$ cat config.mk
export PLATFORM = sky130hd
export DESIGN_NAME = morse_letter_decoder_unit
export DESIGN_NICKNAME = d
export VERILOG_FILES = /design/src/hdl/mld_pkg.sv /design/src/hdl/mld_token.sv /design/src/hdl/mld_match.sv /design/src/hdl/morse_letter_decoder_unit.sv
export SDC_FILE = /design/constraint.sdc
export NUM_CORES = 1
export LEC_CHECK = 0
export BUFFER_PORTS_ARGS = -buffer_cell sky130_fd_sc_hd__buf_4
export CAP_MARGIN = 20
export CORE_ASPECT_RATIO = 0.75
export CORE_MARGIN = 2
export CORE_UTILIZATION = 50
export CTS_BUF_LIST = sky130_fd_sc_hd__clkbuf_2
export CTS_CLUSTER_SIZE = 16
export DETAILED_ROUTE_END_ITERATION = 10
export PLACE_DENSITY = 0.68
export SYNTH_ARGS = -nofsm -noshare
export SYNTH_HDL_FRONTEND = slang
export SYNTH_HIERARCHICAL = 1
export SYNTH_SLANG_ARGS = --single-unit
export TNS_END_PERCENT = 1
$ cat constraint.sdc
create_clock -name clock -period 6.1 [get_ports clock]
set_input_delay 1.83 -clock clock [delete_from_list [all_inputs] [get_ports clock]]
set_output_delay 1.83 -clock clock [all_outputs]
set_load 0.01 [all_outputs]
$ cat src/hdl/mld_pkg.sv
`default_nettype none

package mld_pkg;

   // Characters of interest
   localparam logic [7:0] CHAR_SPACE = 8'h20;
   localparam logic [7:0] CHAR_TAB   = 8'h09;
   localparam logic [7:0] CHAR_LF    = 8'h0A;
   localparam logic [7:0] CHAR_CR    = 8'h0D;
   localparam logic [7:0] CHAR_DOT   = 8'h2E;
   localparam logic [7:0] CHAR_DASH  = 8'h2D;

   // Result status codes
   localparam logic [1:0] STATUS_LETTER    = 2'd0;
   localparam logic [1:0] STATUS_NOT_MORSE = 2'd1;
   localparam logic [1:0] STATUS_END_ONLY  = 2'd2;

   localparam int unsigned NUM_LETTERS  = 26;
   localparam logic [2:0]  MAX_SYMBOLS  = 3'd4;
   localparam logic [2:0]  SAT_COUNT    = 3'd5;
   localparam logic [6:0]  LETTER_BASE  = 7'd65;

   // Code length and pattern for A..Z; bit i of a pattern is symbol i, 1 = dash
   localparam logic [2:0] CODE_LEN [NUM_LETTERS] = '{
      3'd2, 3'd4, 3'd4, 3'd3, 3'd1, 3'd4, 3'd3, 3'd4, 3'd2, 3'd4, 3'd3, 3'd4, 3'd2,
      3'd2, 3'd3, 3'd4, 3'd4, 3'd3, 3'd3, 3'd1, 3'd3, 3'd4, 3'd3, 3'd4, 3'd4, 3'd4
   };
   localparam logic [3:0] CODE_BITS [NUM_LETTERS] = '{
      4'd2, 4'd1, 4'd5, 4'd1, 4'd0, 4'd4, 4'd3, 4'd0, 4'd0, 4'd14, 4'd5, 4'd2, 4'd3,
      4'd1, 4'd7, 4'd6, 4'd11, 4'd2, 4'd0, 4'd1, 4'd4, 4'd8, 4'd6, 4'd9, 4'd13, 4'd3
   };

   typedef struct packed {
      logic [7:0] text_char;
      logic       end_of_message;
   } req_type;

   typedef struct packed {
      logic [6:0] letter;
      logic [1:0] status;
      logic       last_of_message;
   } rsp_type;

   // Token that closes with the current word
   typedef struct packed {
      logic       emit;
      logic       end_only;
      logic [2:0] count;
      logic [3:0] pattern;
      logic       invalid;
      logic       last;
   } fin_type;

   function automatic logic is_separator(input logic [7:0] c);
      is_separator = (c == CHAR_SPACE) || (c == CHAR_TAB) ||
                     (c == CHAR_LF) || (c == CHAR_CR);
   endfunction

endpackage

`default_nettype wire

$ cat src/hdl/mld_token.sv
`default_nettype none

module mld_token
   import mld_pkg::*;
(
   input  wire logic    clock,
   input  wire logic    reset,
   input  wire logic    item_fire,
   input  wire req_type item,
   output fin_type      fin
);

   logic [2:0] count_ff, count_in;
   logic [3:0] pattern_ff, pattern_in;
   logic       invalid_ff, invalid_in;

   logic [2:0] upd_count;
   logic [3:0] upd_pattern;
   logic       upd_invalid;
   logic       sep;
   logic       symbol;
   logic       pending;

   always_comb begin
      sep         = is_separator(item.text_char);
      symbol      = (item.text_char == CHAR_DOT) || (item.text_char == CHAR_DASH);
      pending     = (count_ff != 3'd0) || invalid_ff;
      upd_count   = count_ff;
      upd_pattern = pattern_ff;
      upd_invalid = invalid_ff;
      if (symbol) begin
         if (count_ff < MAX_SYMBOLS) begin
            if (item.text_char == CHAR_DASH) begin
               upd_pattern[count_ff[1:0]] = 1'b1;
            end
            upd_count = count_ff + 3'd1;
         end else begin
            upd_count = SAT_COUNT;
         end
      end else if (!sep) begin
         upd_invalid = 1'b1;
      end

      fin.last = item.end_of_message;
      if (sep) begin
         fin.emit     = pending || item.end_of_message;
         fin.end_only = !pending;
         fin.count    = count_ff;
         fin.pattern  = pattern_ff;
         fin.invalid  = invalid_ff;
      end else begin
         fin.emit     = item.end_of_message;
         fin.end_only = 1'b0;
         fin.count    = upd_count;
         fin.pattern  = upd_pattern;
         fin.invalid  = upd_invalid;
      end

      count_in   = count_ff;
      pattern_in = pattern_ff;
      invalid_in = invalid_ff;
      if (item_fire) begin
         // clear whenever a result goes out, else keep collecting
         if (sep || item.end_of_message) begin
            count_in   = 3'd0;
            pattern_in = 4'd0;
            invalid_in = 1'b0;
         end else begin
            count_in   = upd_count;
            pattern_in = upd_pattern;
            invalid_in = upd_invalid;
         end
      end
   end

   always_ff @(posedge clock) begin
      if (reset) begin
         count_ff   <= 3'd0;
         pattern_ff <= 4'd0;
         invalid_ff <= 1'b0;
      end else begin
         count_ff   <= count_in;
         pattern_ff <= pattern_in;
         invalid_ff <= invalid_in;
      end
   end

   count_range_a: assert property (@(posedge clock) disable iff (reset)
      count_ff <= SAT_COUNT)
      else $error("symbol count out of range");

   pattern_bound_a: assert property (@(posedge clock) disable iff (reset)
      (count_ff < MAX_SYMBOLS) |-> ((pattern_ff >> count_ff) == 4'd0))
      else $error("pattern bit set beyond symbol count");

   clear_after_end_a: assert property (@(posedge clock) disable iff (reset)
      (item_fire && item.end_of_message) |=> (count_ff == 3'd0 && !invalid_ff))
      else $error("token not cleared after end of message");

endmodule

`default_nettype wire

$ cat src/hdl/mld_match.sv
`default_nettype none

module mld_match
   import mld_pkg::*;
(
   input  wire fin_type fin,
   output rsp_type      result
);

   logic       hit;
   logic [4:0] index;

   always_comb begin
      hit   = 1'b0;
      index = 5'd0;
      for (int i = 0; i < NUM_LETTERS; i++) begin
         if (CODE_LEN[i] == fin.count && CODE_BITS[i] == fin.pattern) begin
            hit   = 1'b1;
            index = 5'(i);
         end
      end

      result.last_of_message = fin.last;
      if (fin.end_only) begin
         result.letter = 7'd0;
         result.status = STATUS_END_ONLY;
      end else if (hit && !fin.invalid) begin
         result.letter = LETTER_BASE + {2'b00, index};
         result.status = STATUS_LETTER;
      end else begin
         result.letter = 7'd0;
         result.status = STATUS_NOT_MORSE;
      end
   end

endmodule

`default_nettype wire

$ cat src/hdl/morse_letter_decoder_unit.sv
`default_nettype none

// Morse letter decoder: takes one text character per cycle while rsp_ready does not hold
// it back, and returns at most one result word per character. Dots and dashes build a
// token; a separator (space, tab, CR, LF) or a character flagged end_of_message closes
// it, and the token is matched against the codes for A..Z. A result carries the ASCII
// letter with status 0, status 1 for a token that is not a letter code, or status 2 for
// an end of message with no token pending. A character passes through the input register
// and then the result register before its result appears on rsp_.
// Back-pressure on rsp_ready stalls the input side once both registers are full.
module morse_letter_decoder_unit
   import mld_pkg::*;
(
   input  wire logic    clock,
   input  wire logic    reset,
   input  wire logic    req_valid,
   output logic         req_ready,
   input  wire req_type req_payload,
   output logic         rsp_valid,
   input  wire logic    rsp_ready,
   output rsp_type      rsp_payload
);

   req_type req_ff;
   logic    req_valid_ff, req_valid_in;
   rsp_type rsp_ff;
   logic    rsp_valid_ff, rsp_valid_in;

   fin_type fin;
   rsp_type result;
   logic    can_advance;
   logic    fire;
   logic    req_take;

   assign can_advance = !rsp_valid_ff || rsp_ready;
   assign fire        = req_valid_ff && can_advance;
   assign req_ready   = !req_valid_ff || can_advance;
   assign req_take    = req_valid && req_ready;

   mld_token u_token (
      .clock     (clock),
      .reset     (reset),
      .item_fire (fire),
      .item      (req_ff),
      .fin       (fin)
   );

   mld_match u_match (
      .fin    (fin),
      .result (result)
   );

   always_comb begin
      req_valid_in = req_valid_ff;
      if (req_take) begin
         req_valid_in = 1'b1;
      end else if (fire) begin
         req_valid_in = 1'b0;
      end

      rsp_valid_in = rsp_valid_ff;
      if (fire && fin.emit) begin
         rsp_valid_in = 1'b1;
      end else if (rsp_ready) begin
         rsp_valid_in = 1'b0;
      end
   end

   always_ff @(posedge clock) begin
      if (reset) begin
         req_valid_ff <= 1'b0;
         rsp_valid_ff <= 1'b0;
      end else begin
         req_valid_ff <= req_valid_in;
         rsp_valid_ff <= rsp_valid_in;
      end
      if (req_take) begin
         req_ff <= req_payload;
      end
      // hold the result word until it is taken
      if (fire && fin.emit) begin
         rsp_ff <= result;
      end
   end

   assign rsp_valid   = rsp_valid_ff;
   assign rsp_payload = rsp_ff;

   letter_range_a: assert property (@(posedge clock) disable iff (reset)
      (rsp_valid && rsp_payload.status == STATUS_LETTER) |->
      (rsp_payload.letter >= LETTER_BASE && rsp_payload.letter <= 7'd90))
      else $error("decoded letter outside A..Z");

   status_letter_a: assert property (@(posedge clock) disable iff (reset)
      (rsp_valid && rsp_payload.status != STATUS_LETTER) |-> (rsp_payload.letter == 7'd0))
      else $error("letter set on a non-letter status");

   end_only_last_a: assert property (@(posedge clock) disable iff (reset)
      (rsp_valid && rsp_payload.status == STATUS_END_ONLY) |-> rsp_payload.last_of_message)
      else $error("end-only status without end of message");

   status_code_a: assert property (@(posedge clock) disable iff (reset)
      rsp_valid |-> (rsp_payload.status == STATUS_LETTER ||
                     rsp_payload.status == STATUS_NOT_MORSE ||
                     rsp_payload.status == STATUS_END_ONLY))
      else $error("undefined status code");

endmodule

`default_nettype wire
Word-level counts from Yosys, hierarchy flattened
Index checks and enable logic that the tools add are counted.
- output and inout bits: 12
- register bits: 29
- reductions and logical operators: 49
- $lt $le $gt $ge: 3
- mux-type cells: 69
- bitwise gates (word level): 2
- eq/ne operators: 22
- $add $sub $neg: 2
- operator list (cell ; number):
    $mux 5 ; 10
    $mux 4 ; 12
    $mux 1 ; 36
    $logic_and 1x1->1 ; 31
    $eq 8x4->1 const B ; 3
    $eq 8x6->1 const B ; 3
    $mux 3 ; 7
    $eq 4x4->1 const A ; 5
    $eq 3x4->1 const A ; 4
    $mux 10 ; 1
    $logic_or 1x1->1 ; 9
    $eq 2x4->1 const A ; 2
    $add 7x5->7 const A ; 1
    $eq 2x3->1 const A ; 2
    $eq 1x4->1 const A ; 1
    $logic_not 1->1 ; 4
    $logic_not 4->1 ; 1
    $mux 2 ; 2
    $or 4x4->4 ; 1
    $reduce_bool 2->1 ; 2
    $add 3x1->3 const B ; 1
    $eq 1x3->1 const A ; 1
    $eq 3x3->1 const A ; 1
    $lt 2x3->1 const B ; 1
    6 further kinds ; 6

Depth between registers and ports, before layout
Gate-level depths: netlist of run 1.
- word-level depth: 40
- depth in mapped cells: 13
- depth with buffers taken out: 11

By module
Netlist of run 1, hierarchy kept.
- modules (own cells, without submodules) (module ; area each (µm²) ; cells each ; sequential area each (µm²) ; instances):
    mld_match ; 739.5 ; 98 ; 0.0 ; 1
    morse_letter_decoder_unit ; 673.1 ; 30 ; 610.6 ; 1
    mld_token ; 599.3 ; 68 ; 160.2 ; 1

Least setup slack after synthesis of run 1
OpenSTA, ideal clock, no wires.
- kind: input -> output
- start: in rsp_ready
- end: out req_ready
- path buffers: 0
- cell stages on the path: 1
- setup slack: 2.289 ns
- data arrival time: 1.981 ns
- required time: 4.270 ns
- cells stage by stage: nand3b_4
- cells in the longest elaborated chain, start to end: 2
- RTL lines (what ; RTL line ; text):
    from (decl) ; morse_letter_decoder_unit.sv:20 ; input wire logic rsp_ready,
    $logic_or 1x1->1 ; morse_letter_decoder_unit.sv:35 ; assign can_advance = !rsp_valid_ff || rsp_ready;
    $logic_or 1x1->1 ; morse_letter_decoder_unit.sv:37 ; assign req_ready = !req_valid_ff || can_advance;
    to (decl) ; morse_letter_decoder_unit.sv:17 ; output logic req_ready,
No other way between the ends.

Final worst setup path of run 1
Same ends and word-level chain as after synthesis.

==> impl_results.rst, run 1 <==
.. list-table::
   :header-rows: 1

   * - Metric
     - Value
   * - Post-DR wirelength/cell
     - 15.51 um
   * - Largest voltage drop on the vdd net
     - 0.1280 mV
   * - Vias after detailed routing
     - 1597
   * - Detailed router's first-iteration violation count
     - 104
   * - Buffers inserted by post-CTS timing repair
     - 0
   * - Vertical die dimension
     - 58.94 um
   * - Run status
     - finished clean
   * - Number of max-cap violations
     - 0
   * - Fraction of synthesized area in multiplexers
     - 0
   * - Static leakage
     - 0.0008390 uW
   * - Critical path data arrival time
     - 2250 ps
   * - Power per standard cell area
     - 176.5 mW/mm^2
   * - Final-layout worst hold slack
     - 533.9 ps
   * - Placeable core area
     - 0.003756 sq mm
   * - Maximum count of clock buffers along a single path
     - 2
   * - EDFF count, synth
     - 19
   * - Worst hold path class
     - register to register
   * - Initial antenna violation count
     - 0
   * - Max Fanout on Critical Path
     - 3
   * - Clock-pin slew reported for the worst setup and hold paths after clock tree synthesis
     - 150 ps
   * - Total overflow reported by the global router
     - 0
   * - Synthesized-area fraction occupied by ao, oa, aoi and oai cells
     - 0.1866
   * - Total placed instance area
     - 0.002098 sq mm
   * - Post-CTS Resized
     - 0
   * - Parity-gate share of the synthesized area counting xor and xnor cells
     - 0.02177
   * - Fin Setup TNS
     - 0 ps
   * - Synth Flop Type
     - edfxtp_1
   * - Chip Width
     - 77.25 um
   * - Data required time of the critical path
     - 4270 ps
   * - Max Clock Skew
     - 22.22 ps
   * - Launch instance of the worst register-to-register path
     - req_ff[5]
   * - Fraction of the cycle the final worst path needs
     - 0.6688
   * - Row Count
     - 19
   * - Number of global-route vias before repair
     - 1527
   * - CP endpoint kind
     - primary output
   * - Final Hold Fails
     - 0
   * - Post-DP HPWL
     - 2.993 mm
   * - Yosys warns
     - 6
   * - Buffers added on ports
     - 24
   * - Overall Global Routing Usage
     - 0.2004
   * - Worst Slack Setup Final
     - 2021 ps
   * - Library cells used by synthesis
     - 63
   * - # H-tree levels
     - 2
   * - CTS root buf
     - clkbuf_2
   * - Setup crit start kind
     - primary input
   * - Clk Latency, worst-skew pair
     - 360 ps
   * - Length of the first detailed-routing pass in iterations
     - 4
   * - Post-synthesis instance total
     - 196
   * - Post-synthesis simple-gate area fraction
     - 0.2854
   * - Max Slew Vio Count
     - 0
   * - Average instance area after synthesis
     - 10.26 sq um
   * - Pin count of the biggest net entering global routing
     - 22
   * - Async set-or-reset flop fraction in the synthesized netlist
     - 0
   * - Post-Syn Area
     - 0.002012 sq mm
   * - Synthesized netlist net count
     - 214
   * - Initial Util
     - 0.5356
   * - Register area
     - 770.7 sq um
   * - Share of post-route cells with drive strength above 1
     - 0.2417
   * - Post-layout nets
     - 228
   * - Clock buffer count from CTS
     - 5
   * - Final WL
     - 4.080 mm
   * - PnR Total Power
     - 381.7 uW
   * - Hold wc startpoint
     - req_ff[0]
   * - Number of filler cells placed in the layout
     - 343
   * - Num Clock Sinks
     - 29
   * - Register bit total from synthesis
     - 29
   * - Last weighted congestion value of the routability-driven placer
     - 0.8876
   * - Layout overhead on the synthesized area
     - 7.462%
   * - Top-level I/O count
     - 25
   * - ANT nets after route
     - 0
   * - Area used by multi-input combinational logic
     - 0.001060 sq mm
   * - Number of failing setup endpoints in the final timing report
     - 0
   * - Dominant combinational cell family by area after synthesis
     - simple AND/OR/NAND/NOR gates
   * - Placement-stage worst setup slack
     - 2024 ps
   * - Number of hold-repair buffers added at the cts stage
     - 0
   * - Pin slew with the least headroom to its limit
     - 761.4 ps
   * - Unrepaired setup endpoints after global routing
     - false
   * - Synthesized-area fraction occupied by adder cells
     - 0.03109
   * - Minimum period implied by the final worst setup slack
     - 4079 ps
   * - Summed area of non-filler cells in the final layout
     - 0.002162 sq mm
   * - Total Die Area
     - 0.004552 sq mm
   * - Global-route wire length before repair
     - 7.176 mm
   * - Number of antenna diodes
     - 0
   * - Critical Path Start
     - rsp_ready
   * - Worst Path Class, Setup
     - primary input to primary output
   * - Sequential element share of the synthesized area
     - 0.3831
   * - Via/cell ratio
     - 6.072
   * - Number of remaining DRC errors
     - 0
   * - Upper clock frequency limit
     - 245.1 MHz
   * - Worst slew slack as a fraction of its limit
     - 0.4914
   * - Clock tree from TritonCTS
     - built
[metrics by stage]
step,std cells,utilization
CTS,263,0.5756
finish,263,0.5756
global placement,255,0.5586
detailed placement,255,0.5586
global route,263,0.5756
floorplan,196,-
[final cells by class]
type                            instances  area share
Sequential cell                        29      0.3565
Clock inverter                          2     0.01563
Multi-Input combinational cell        145      0.4902
Timing Repair Buffer                   25     0.08681
Clock buffer                            6     0.01389
Inverter                                4    0.006944
Tap cell                               52     0.03009
[state kept, by name, summed over array words and instances, names as in the netlist]
name and flops:
rsp_payload 10, req_ff 9, rsp_valid 1, req_valid_ff 1, u_token/invalid_ff 1, u_token/count_ff 3
u_token/pattern_ff 4
[synthesized netlist by cell type, drive strengths merged, types with 4 or more instances]
cell / count / share of area
edfxtp: 19 / 0.28
buf: 15 / 0.062
nor3: 12 / 0.041
dfxtp: 10 / 0.10
a21oi: 9 / 0.022
a31oi: 9 / 0.028
nand3: 8 / 0.020
nor2: 7 / 0.017
o21ai: 7 / 0.017
a21o: 6 / 0.022
nand2: 6 / 0.011
nor2b: 6 / 0.019
nor3b: 6 / 0.030
and3: 5 / 0.016
ha: 5 / 0.031
nand2b: 5 / 0.016
a21boi: 4 / 0.017
and2: 4 / 0.013
inv: 4 / 0.0075
[cells by family (layout without fill, tap and decap cells)]
logic type / Yosys count / after routing
XOR/XNOR: 5 / 5
flip-flops: 29 / 29
adder cells (fa/ha/maj): 5 / 5
AO/OA/AOI/OAI: 52 / 52
buffers and inverters: 22 / 37
AND/OR/NAND/NOR: 82 / 82
other: 1 / 1
[cells in the final DEF (no fill, tap or decap), types with 6 or more instances in the layout]
master	n
a21o_1	6
a21oi_1	9
a31oi_1	9
buf_4	25
clkbuf_2	6
dfxtp_1	10
edfxtp_1	19
nand2_1	6
nand3_1	8
nor2_1	6
nor2b_1	6
nor3_1	10
o21ai_0	7
[per-layer routing]
layer	track usage	part of all wire	wire, um	up-vias
met2	0.3304	0.46	1885	64
met3	0.04755	0.070	285	9
li1	-	-	-	769
met4	0.04592	0.0076	31	0
met1	0.2725	0.46	1876	755
met5	0	0	0	-
[power breakdown]
| part | internal [uW] | total [uW] | leakage, uW | switching (uW) |
|---|---|---|---|---|
| clock network | 70.1 | 135 | 0.0000406 | 65.2 |
| registers | 216 | 220 | 0.000261 | 4.77 |
| logic | 12.4 | 26.1 | 0.000537 | 13.6 |
| total | 298 | 382 | 0.000839 | 83.6 |
[final timing paths]
check / to / slack [ps] / cells after the start
setup / recovery: req_ready / 2020 / 3
hold / removal: rsp_payload[0] / 530 / 0
setup reg to reg: rsp_payload[5] / 2460 / 10
hold reg to reg: rsp_payload[0] / 530 / 0
[worst max-delay path, cell delays in order]
cell and delay (ps):
buf_4 110, nand3b_4 150, buf_4 150
No activity file was read; power rests on OpenSTA's default activity.
==> inputs of run 2 (changes only) <==
Settings changed: PLACE_DENSITY 0.68 to 0.71.
Clock period 6.1 ns to 3.3 ns, I/O delays scaled along.
==> impl_results.rst, run 2 (synthesized netlist as in run 1, its figures left out) <==
.. list-table::
   :header-rows: 1

   * - Metric
     - Value
   * - Number of remaining DRC errors
     - 0 (unchanged)
   * - Worst slew slack as a fraction of its limit
     - 0.4860 (-0.005323)
   * - Clock buffer count from CTS
     - 5 (unchanged)
   * - Pin count of the biggest net entering global routing
     - 18 (-18%)
   * - Pin slew with the least headroom to its limit
     - 769.4 ps (+7.968 ps)
   * - Upper clock frequency limit
     - 321.8 MHz
   * - Family with the most delay on the worst path
     - simple AND/OR/NAND/NOR gates
   * - Number of failing setup endpoints in the final timing report
     - 0 (unchanged)
   * - Clk Latency, worst-skew pair
     - 330 ps (-30 ps)
   * - Largest voltage drop on the vdd net
     - 0.2368 mV (+85%)
   * - Vias after detailed routing
     - 1583 (-0.88%)
   * - Buffers added on ports
     - 24 (unchanged)
   * - Worst Path Class, Setup
     - register to register
   * - Setup crit start kind
     - register
   * - Fraction of the cycle the final worst path needs
     - 0.9416
   * - Hold wc startpoint
     - req_ff[0]
   * - Last weighted congestion value of the routability-driven placer
     - 0.9067 (+2.2%)
   * - Global-route wire length before repair
     - 6.886 mm (-4.0%)
   * - Final WL
     - 4.150 mm (+1.7%)
   * - Layout overhead on the synthesized area
     - 12.13%
   * - CTS root buf
     - clkbuf_2
   * - Number of max-cap violations
     - 0 (unchanged)
   * - Critical path buffer and inverter count
     - 0 (-2)
   * - Cell-by-cell trace of the critical path
     - and4b_1 > and4b_1 > a21o_2 > and3_2 > and3_1 > a211oi_1 > o31ai_1 > ha_1 > or3_1 > and3_1
   * - Launch instance of the worst register-to-register path
     - req_ff[4]
   * - Largest registers
     - rsp_payload: 10 flops, req_ff: 9 flops, u_token/pattern_ff: 4 flops
   * - Maximum count of clock buffers along a single path
     - 2 (unchanged)
   * - Post-DP HPWL
     - 3.138 mm (+4.8%)
   * - Clock tree from TritonCTS
     - built
   * - Unrepaired setup endpoints after global routing
     - false
   * - Post-DR wirelength/cell
     - 15.15 um (-2.4%)
   * - Run status
     - finished clean
   * - Number of antenna diodes
     - 0 (unchanged)
   * - Max Slew Vio Count
     - 0 (unchanged)
   * - Final Hold Fails
     - 0 (unchanged)
   * - Worst Slack Setup Final
     - 192.6 ps (-1828 ps)
   * - Placeable core area
     - 0.003756 sq mm (unchanged)
   * - Num Clock Sinks
     - 29 (unchanged)
   * - Worst hold path class
     - register to register
   * - Chip Width
     - 77.25 um (unchanged)
   * - Share of post-route cells with drive strength above 1
     - 0.2973 (+0.05559)
   * - Clock-pin slew reported for the worst setup and hold paths after clock tree synthesis
     - 150 ps (about the same)
   * - Number of hold-repair buffers added at the cts stage
     - 0 (unchanged)
   * - Top-level I/O count
     - 25 (unchanged)
   * - Max Fanout on Critical Path
     - 17 (+14)
   * - Placement-stage worst setup slack
     - 153.8 ps (-1870 ps)
   * - Leading cell types in the layout, fill and taps excluded
     - buf_4, edfxtp_1, dfxtp_1, nor3_1
   * - ANT nets after route
     - 0 (unchanged)
   * - Via/cell ratio
     - 5.777 (-4.9%)
   * - # H-tree levels
     - 2 (unchanged)
   * - Critical path data arrival time
     - 3220 ps (+970 ps)
   * - CP endpoint kind
     - register
   * - Initial antenna violation count
     - 0 (unchanged)
   * - Static leakage
     - 0.0008928 uW (+6.4%)
   * - Detailed router's first-iteration violation count
     - 123 (+18%)
   * - Minimum period implied by the final worst setup slack
     - 3107 ps
   * - Slowest cell on the critical path
     - edfxtp_1
   * - Row Count
     - 19 (unchanged)
   * - Flip-flop count of the largest register, all copies and words added
     - 10 (unchanged)
   * - Post-layout nets
     - 239 (+4.8%)
   * - Crit-path max cell delay
     - 460 ps (+310 ps)
   * - Length of the first detailed-routing pass in iterations
     - 4 (unchanged)
   * - Number of global-route vias before repair
     - 1455 (-4.7%)
   * - Top reg by flops
     - rsp_payload
   * - Power per standard cell area
     - 311.2 mW/mm^2 (+76%)
   * - Initial Util
     - 0.5356 (unchanged)
   * - Vertical die dimension
     - 58.94 um (unchanged)
   * - Data required time of the critical path
     - 3420 ps (-850 ps)
   * - Fin Setup TNS
     - 0 ps (unchanged)
   * - Overall Global Routing Usage
     - 0.1908 (-0.009592)
   * - Critical Path Start
     - req_ff[4]
   * - Total overflow reported by the global router
     - 0 (unchanged)
   * - Total Die Area
     - 0.004552 sq mm (unchanged)
   * - Most common library cell in the layout ignoring fill and taps
     - buf_4
   * - Max Clock Skew
     - 15.07 ps (-7.147 ps)
## run 2: cell types whose count changed in the layout (fill, tap and decap cells not counted)
| cell | delta |
|---|---|
| buf_4 | +11 |
| a21o_1 | -3 |
| a21o_2 | +3 |
| a21boi_0 | -1 |
| a21boi_1 | +1 |
| xor2_1 | -1 |
| xor2_2 | +1 |
## run 2: power by group
part | switching (uW) | leakage, uW | internal [uW] | total [uW]
sequential | 9.06 | 0.000261 | 399 | 408
clock | 115 | 0.0000406 | 130 | 245
combinational | 25.6 | 0.000591 | 24.1 | 49.7
## run 2: worst paths after layout
check	end	slack [ps]	cells past startpoint
setup / recovery	rsp_payload[5]	190	10
hold / removal	rsp_payload[0]	550	0
setup reg to reg	rsp_payload[5]	190	10
hold reg to reg	rsp_payload[0]	550	0
## run 2: final cells by class
type,count,area [sq um]
clock buffer,6,30.03
inverter,4,15.01
clock inverter,2,33.78
sequential,29,770.7
multi-input combinational,145,1071
timing repair buffer,36,270.3
fill,324,1500
tap,52,65.06
## run 2: through the flow
| step | hold WS (ps) | total power [uW] | util | std cells | instance area (sq um) |
|---|---|---|---|---|---|
| 6_report | 546.4 | 702.0 | 0.6006 | 274 | 2256 |
| 5_1_grt | 563.0 | 727.1 | 0.6006 | 274 | 2256 |
| 4_1_cts | 552.6 | 708.3 | 0.5936 | 272 | 2230 |
| 3_5_place_dp | 516.1 | 464.5 | 0.5766 | 264 | 2166 |
| 3_3_place_gp | 506.0 | 461.3 | 0.5766 | 264 | 2166 |
| 2_1_floorplan | 487.9 | 443.1 | - | 196 | 2012 |
## run 2: layer usage
layer	share of wire	GRT usage	up-vias
met3	0.060	0.04908	2
met1	0.49	0.2730	737
met5	0	0	-
met2	0.45	0.2994	53
met4	0.0019	0.03316	0
li1	-	-	791
## run 2: repair_timing
| action | in CTS | in global routing |
|---|---|---|
| resized for setup | 0 | 5 |
| setup buffers | 0 | 2 |
| hold endpoints to repair | 0 | 0 |
| endpoints found under the setup margin | 0 | 4 |
==> inputs of run 3 (changes only) <==
Settings changed: CORE_UTILIZATION 50 to 54, PLACE_DENSITY 0.71 to 0.76, RECOVER_POWER set to 50.
==> impl_results.rst, run 3 (synthesized netlist as in run 1, its figures left out) <==
.. list-table::
   :header-rows: 1

   * - Metric
     - Value
   * - Layout overhead on the synthesized area
     - 9.826%
   * - Post-DP HPWL
     - 3.140 mm (about the same)
   * - Num Clock Sinks
     - 29 (unchanged)
   * - Static leakage
     - 0.0008305 uW (-7.0%)
   * - CTS root buf
     - clkbuf_2
   * - Critical path data arrival time
     - 3250 ps (+30 ps)
   * - Placeable core area
     - 0.003613 sq mm (-3.8%)
   * - PnR Total Power
     - 700.2 uW (-0.25%)
   * - Final Hold Fails
     - 0 (unchanged)
   * - Flip-flop count of the largest register, all copies and words added
     - 10 (unchanged)
   * - Worst hold path class
     - register to register
   * - Global-route wire length before repair
     - 7.093 mm (+3.0%)
   * - Initial antenna violation count
     - 0 (unchanged)
   * - Cell depth of the worst flop-to-flop path
     - 10 (unchanged)
   * - Clk Latency, worst-skew pair
     - 360 ps (+30 ps)
   * - Fin Setup TNS
     - 0 ps (unchanged)
   * - Worst Path Class, Setup
     - register to register
   * - Hold Path End
     - rsp_payload[0]
   * - Final WL
     - 4.223 mm (+1.8%)
   * - Endpoint of the most critical register-to-register path
     - rsp_payload[5]
   * - # H-tree levels
     - 2 (unchanged)
   * - Via/cell ratio
     - 6.000 (+3.9%)
   * - Upper clock frequency limit
     - 320.1 MHz (-0.53%)
   * - Pin count of the biggest net entering global routing
     - 17 (-1)
   * - Number of antenna diodes
     - 0 (unchanged)
   * - ANT nets after route
     - 0 (unchanged)
   * - Maximum count of clock buffers along a single path
     - 2 (unchanged)
   * - Max Clock Skew
     - 23.57 ps (+8.496 ps)
   * - Unrepaired setup endpoints after global routing
     - false
   * - Largest registers
     - rsp_payload: 10 flops, req_ff: 9 flops, u_token/pattern_ff: 4 flops
   * - Data required time of the critical path
     - 3430 ps (about the same)
   * - Vertical die dimension
     - 56.86 um (-3.5%)
   * - Largest voltage drop on the vdd net
     - 0.2757 mV (+16%)
   * - Fraction of the cycle the final worst path needs
     - 0.9467 (+0.005058)
   * - Total Die Area
     - 0.004235 sq mm (-7.0%)
   * - Number of remaining DRC errors
     - 0 (unchanged)
   * - Post-layout nets
     - 237 (-0.84%)
   * - Post-DR wirelength/cell
     - 15.53 um (+2.5%)
   * - Max Fanout on Critical Path
     - 16 (-1)
   * - Initial Util
     - 0.5568 (+0.02114)
   * - Clock-pin slew reported for the worst setup and hold paths after clock tree synthesis
     - 150 ps (about the same)
   * - Max Slew Vio Count
     - 0 (unchanged)
   * - Setup crit start kind
     - register
   * - Last weighted congestion value of the routability-driven placer
     - 0.9798 (+8.1%)
   * - Vias after detailed routing
     - 1632 (+3.1%)
   * - Launch instance of the worst register-to-register path
     - req_ff[1]
   * - Top reg by flops
     - rsp_payload
   * - Leading cell types in the layout, fill and taps excluded
     - buf_4, edfxtp_1, clkbuf_4, dfxtp_1, nor3_1
   * - Placed Cells
     - 262 (-0.76%)
   * - Final-layout worst hold slack
     - 524.1 ps (-22.29 ps)
   * - Length of the first detailed-routing pass in iterations
     - 5 (+1)
   * - Detailed router's first-iteration violation count
     - 100 (-19%)
   * - Clock buffer count from CTS
     - 5 (unchanged)
   * - Number of failing setup endpoints in the final timing report
     - 0 (unchanged)
   * - CP endpoint kind
     - register
   * - Buffers added on ports
     - 24 (unchanged)
   * - Minimum period implied by the final worst setup slack
     - 3124 ps (+16.69 ps)
   * - Clock tree from TritonCTS
     - built
   * - Total overflow reported by the global router
     - 0 (unchanged)
   * - Row Count
     - 19 (unchanged)
   * - FF-to-FF setup slack
     - 180 ps (-20 ps)
   * - Run status
     - finished clean
   * - Hold path cells
     - 0 (unchanged)
   * - Pin slew with the least headroom to its limit
     - 767.4 ps (-1.971 ps)
   * - Worst slew slack as a fraction of its limit
     - 0.4873 (+0.001317)
   * - Power per standard cell area
     - 316.9 mW/mm^2 (+1.8%)
   * - Number of max-cap violations
     - 0 (unchanged)
   * - Share of post-route cells with drive strength above 1
     - 0.2682 (-0.02912)
   * - Chip Width
     - 74.48 um (-3.6%)
   * - Non-filler instance count after layout
     - 272 (-0.73%)
   * - Overall Global Routing Usage
     - 0.2222 (+0.03141)
   * - Number of global-route vias before repair
     - 1504 (+3.4%)
   * - Top-level I/O count
     - 25 (unchanged)
   * - Hold wc startpoint
     - req_ff[0]
==> run 3: cell types whose count changed in the layout (fill, tap and decap cells not counted), moves of 2 or more <==
cell,previous run,this run
and2_0,0,2
buf_4,36,19
and2_1,3,1
clkbuf_1,0,5
clkbuf_4,0,10
==> run 3: what timing repair did <==
item / in CTS / in global routing
endpoints found under the setup margin: 0 / 7
hold buffers: 0 / 0
gates resized for setup: 0 / 7
buffers inserted: 0 / 2
==> run 3: critical path, cell delays in order (launching register included) <==
cell and delay (ps):
edfxtp_1 470, xor2_1 380, a31oi_1 180, or2_4 340, and3_2 240, and3_1 180, a211oi_1 220, o31ai_1 130
ha_1 240, or3_1 360, and3_1 160
==> run 3: worst max path at each step <==
stage,startpoint,slack (ps),end
2_1_floorplan,req_ff[5],410,rsp_payload[5]
3_3_place_gp,req_ff[5],150,rsp_payload[4]
3_5_place_dp,req_ff[5],80,rsp_payload[4]
4_1_cts,req_ff[5],60,rsp_payload[4]
5_1_grt,req_ff[5],20,rsp_payload[4]
6_report,req_ff[1],180,rsp_payload[5]
==> run 3: per-stage QoR <==
step / util / worst slack [ps] / area (sq um)
after floorplan: - / 412.4 / 2012
after global placement: 0.5952 / 151.1 / 2151
after detailed placement: 0.5952 / 76.40 / 2151
after CTS: 0.6129 / 61.96 / 2215
after global routing: 0.6115 / 21.25 / 2210
final: 0.6115 / 175.9 / 2210
==> run 3: layout make-up <==
type,instances,area [sq um]
fillers,320,1404
multi-input cells,145,1059
flip-flops and latches,29,770.7
repair buffers,34,236.5
well taps,52,65.06
clock inverters,2,33.78
clock buffers,6,30.03
inverters,4,15.01
==> run 3: per-layer routing <==
metal,up-vias,global-route usage,share of wire
met3,11,0.05566,0.077
li1,781,-,-
met2,69,0.3312,0.46
met5,-,0,0
met4,0,0.08418,0.021
met1,771,0.3094,0.45
==> run 3: power breakdown <==
| group | internal (uW) | switching (uW) |
|---|---|---|
| clock | 129 | 116 |
| sequential | 399 | 7.60 |
| combinational | 21.5 | 26.7 |
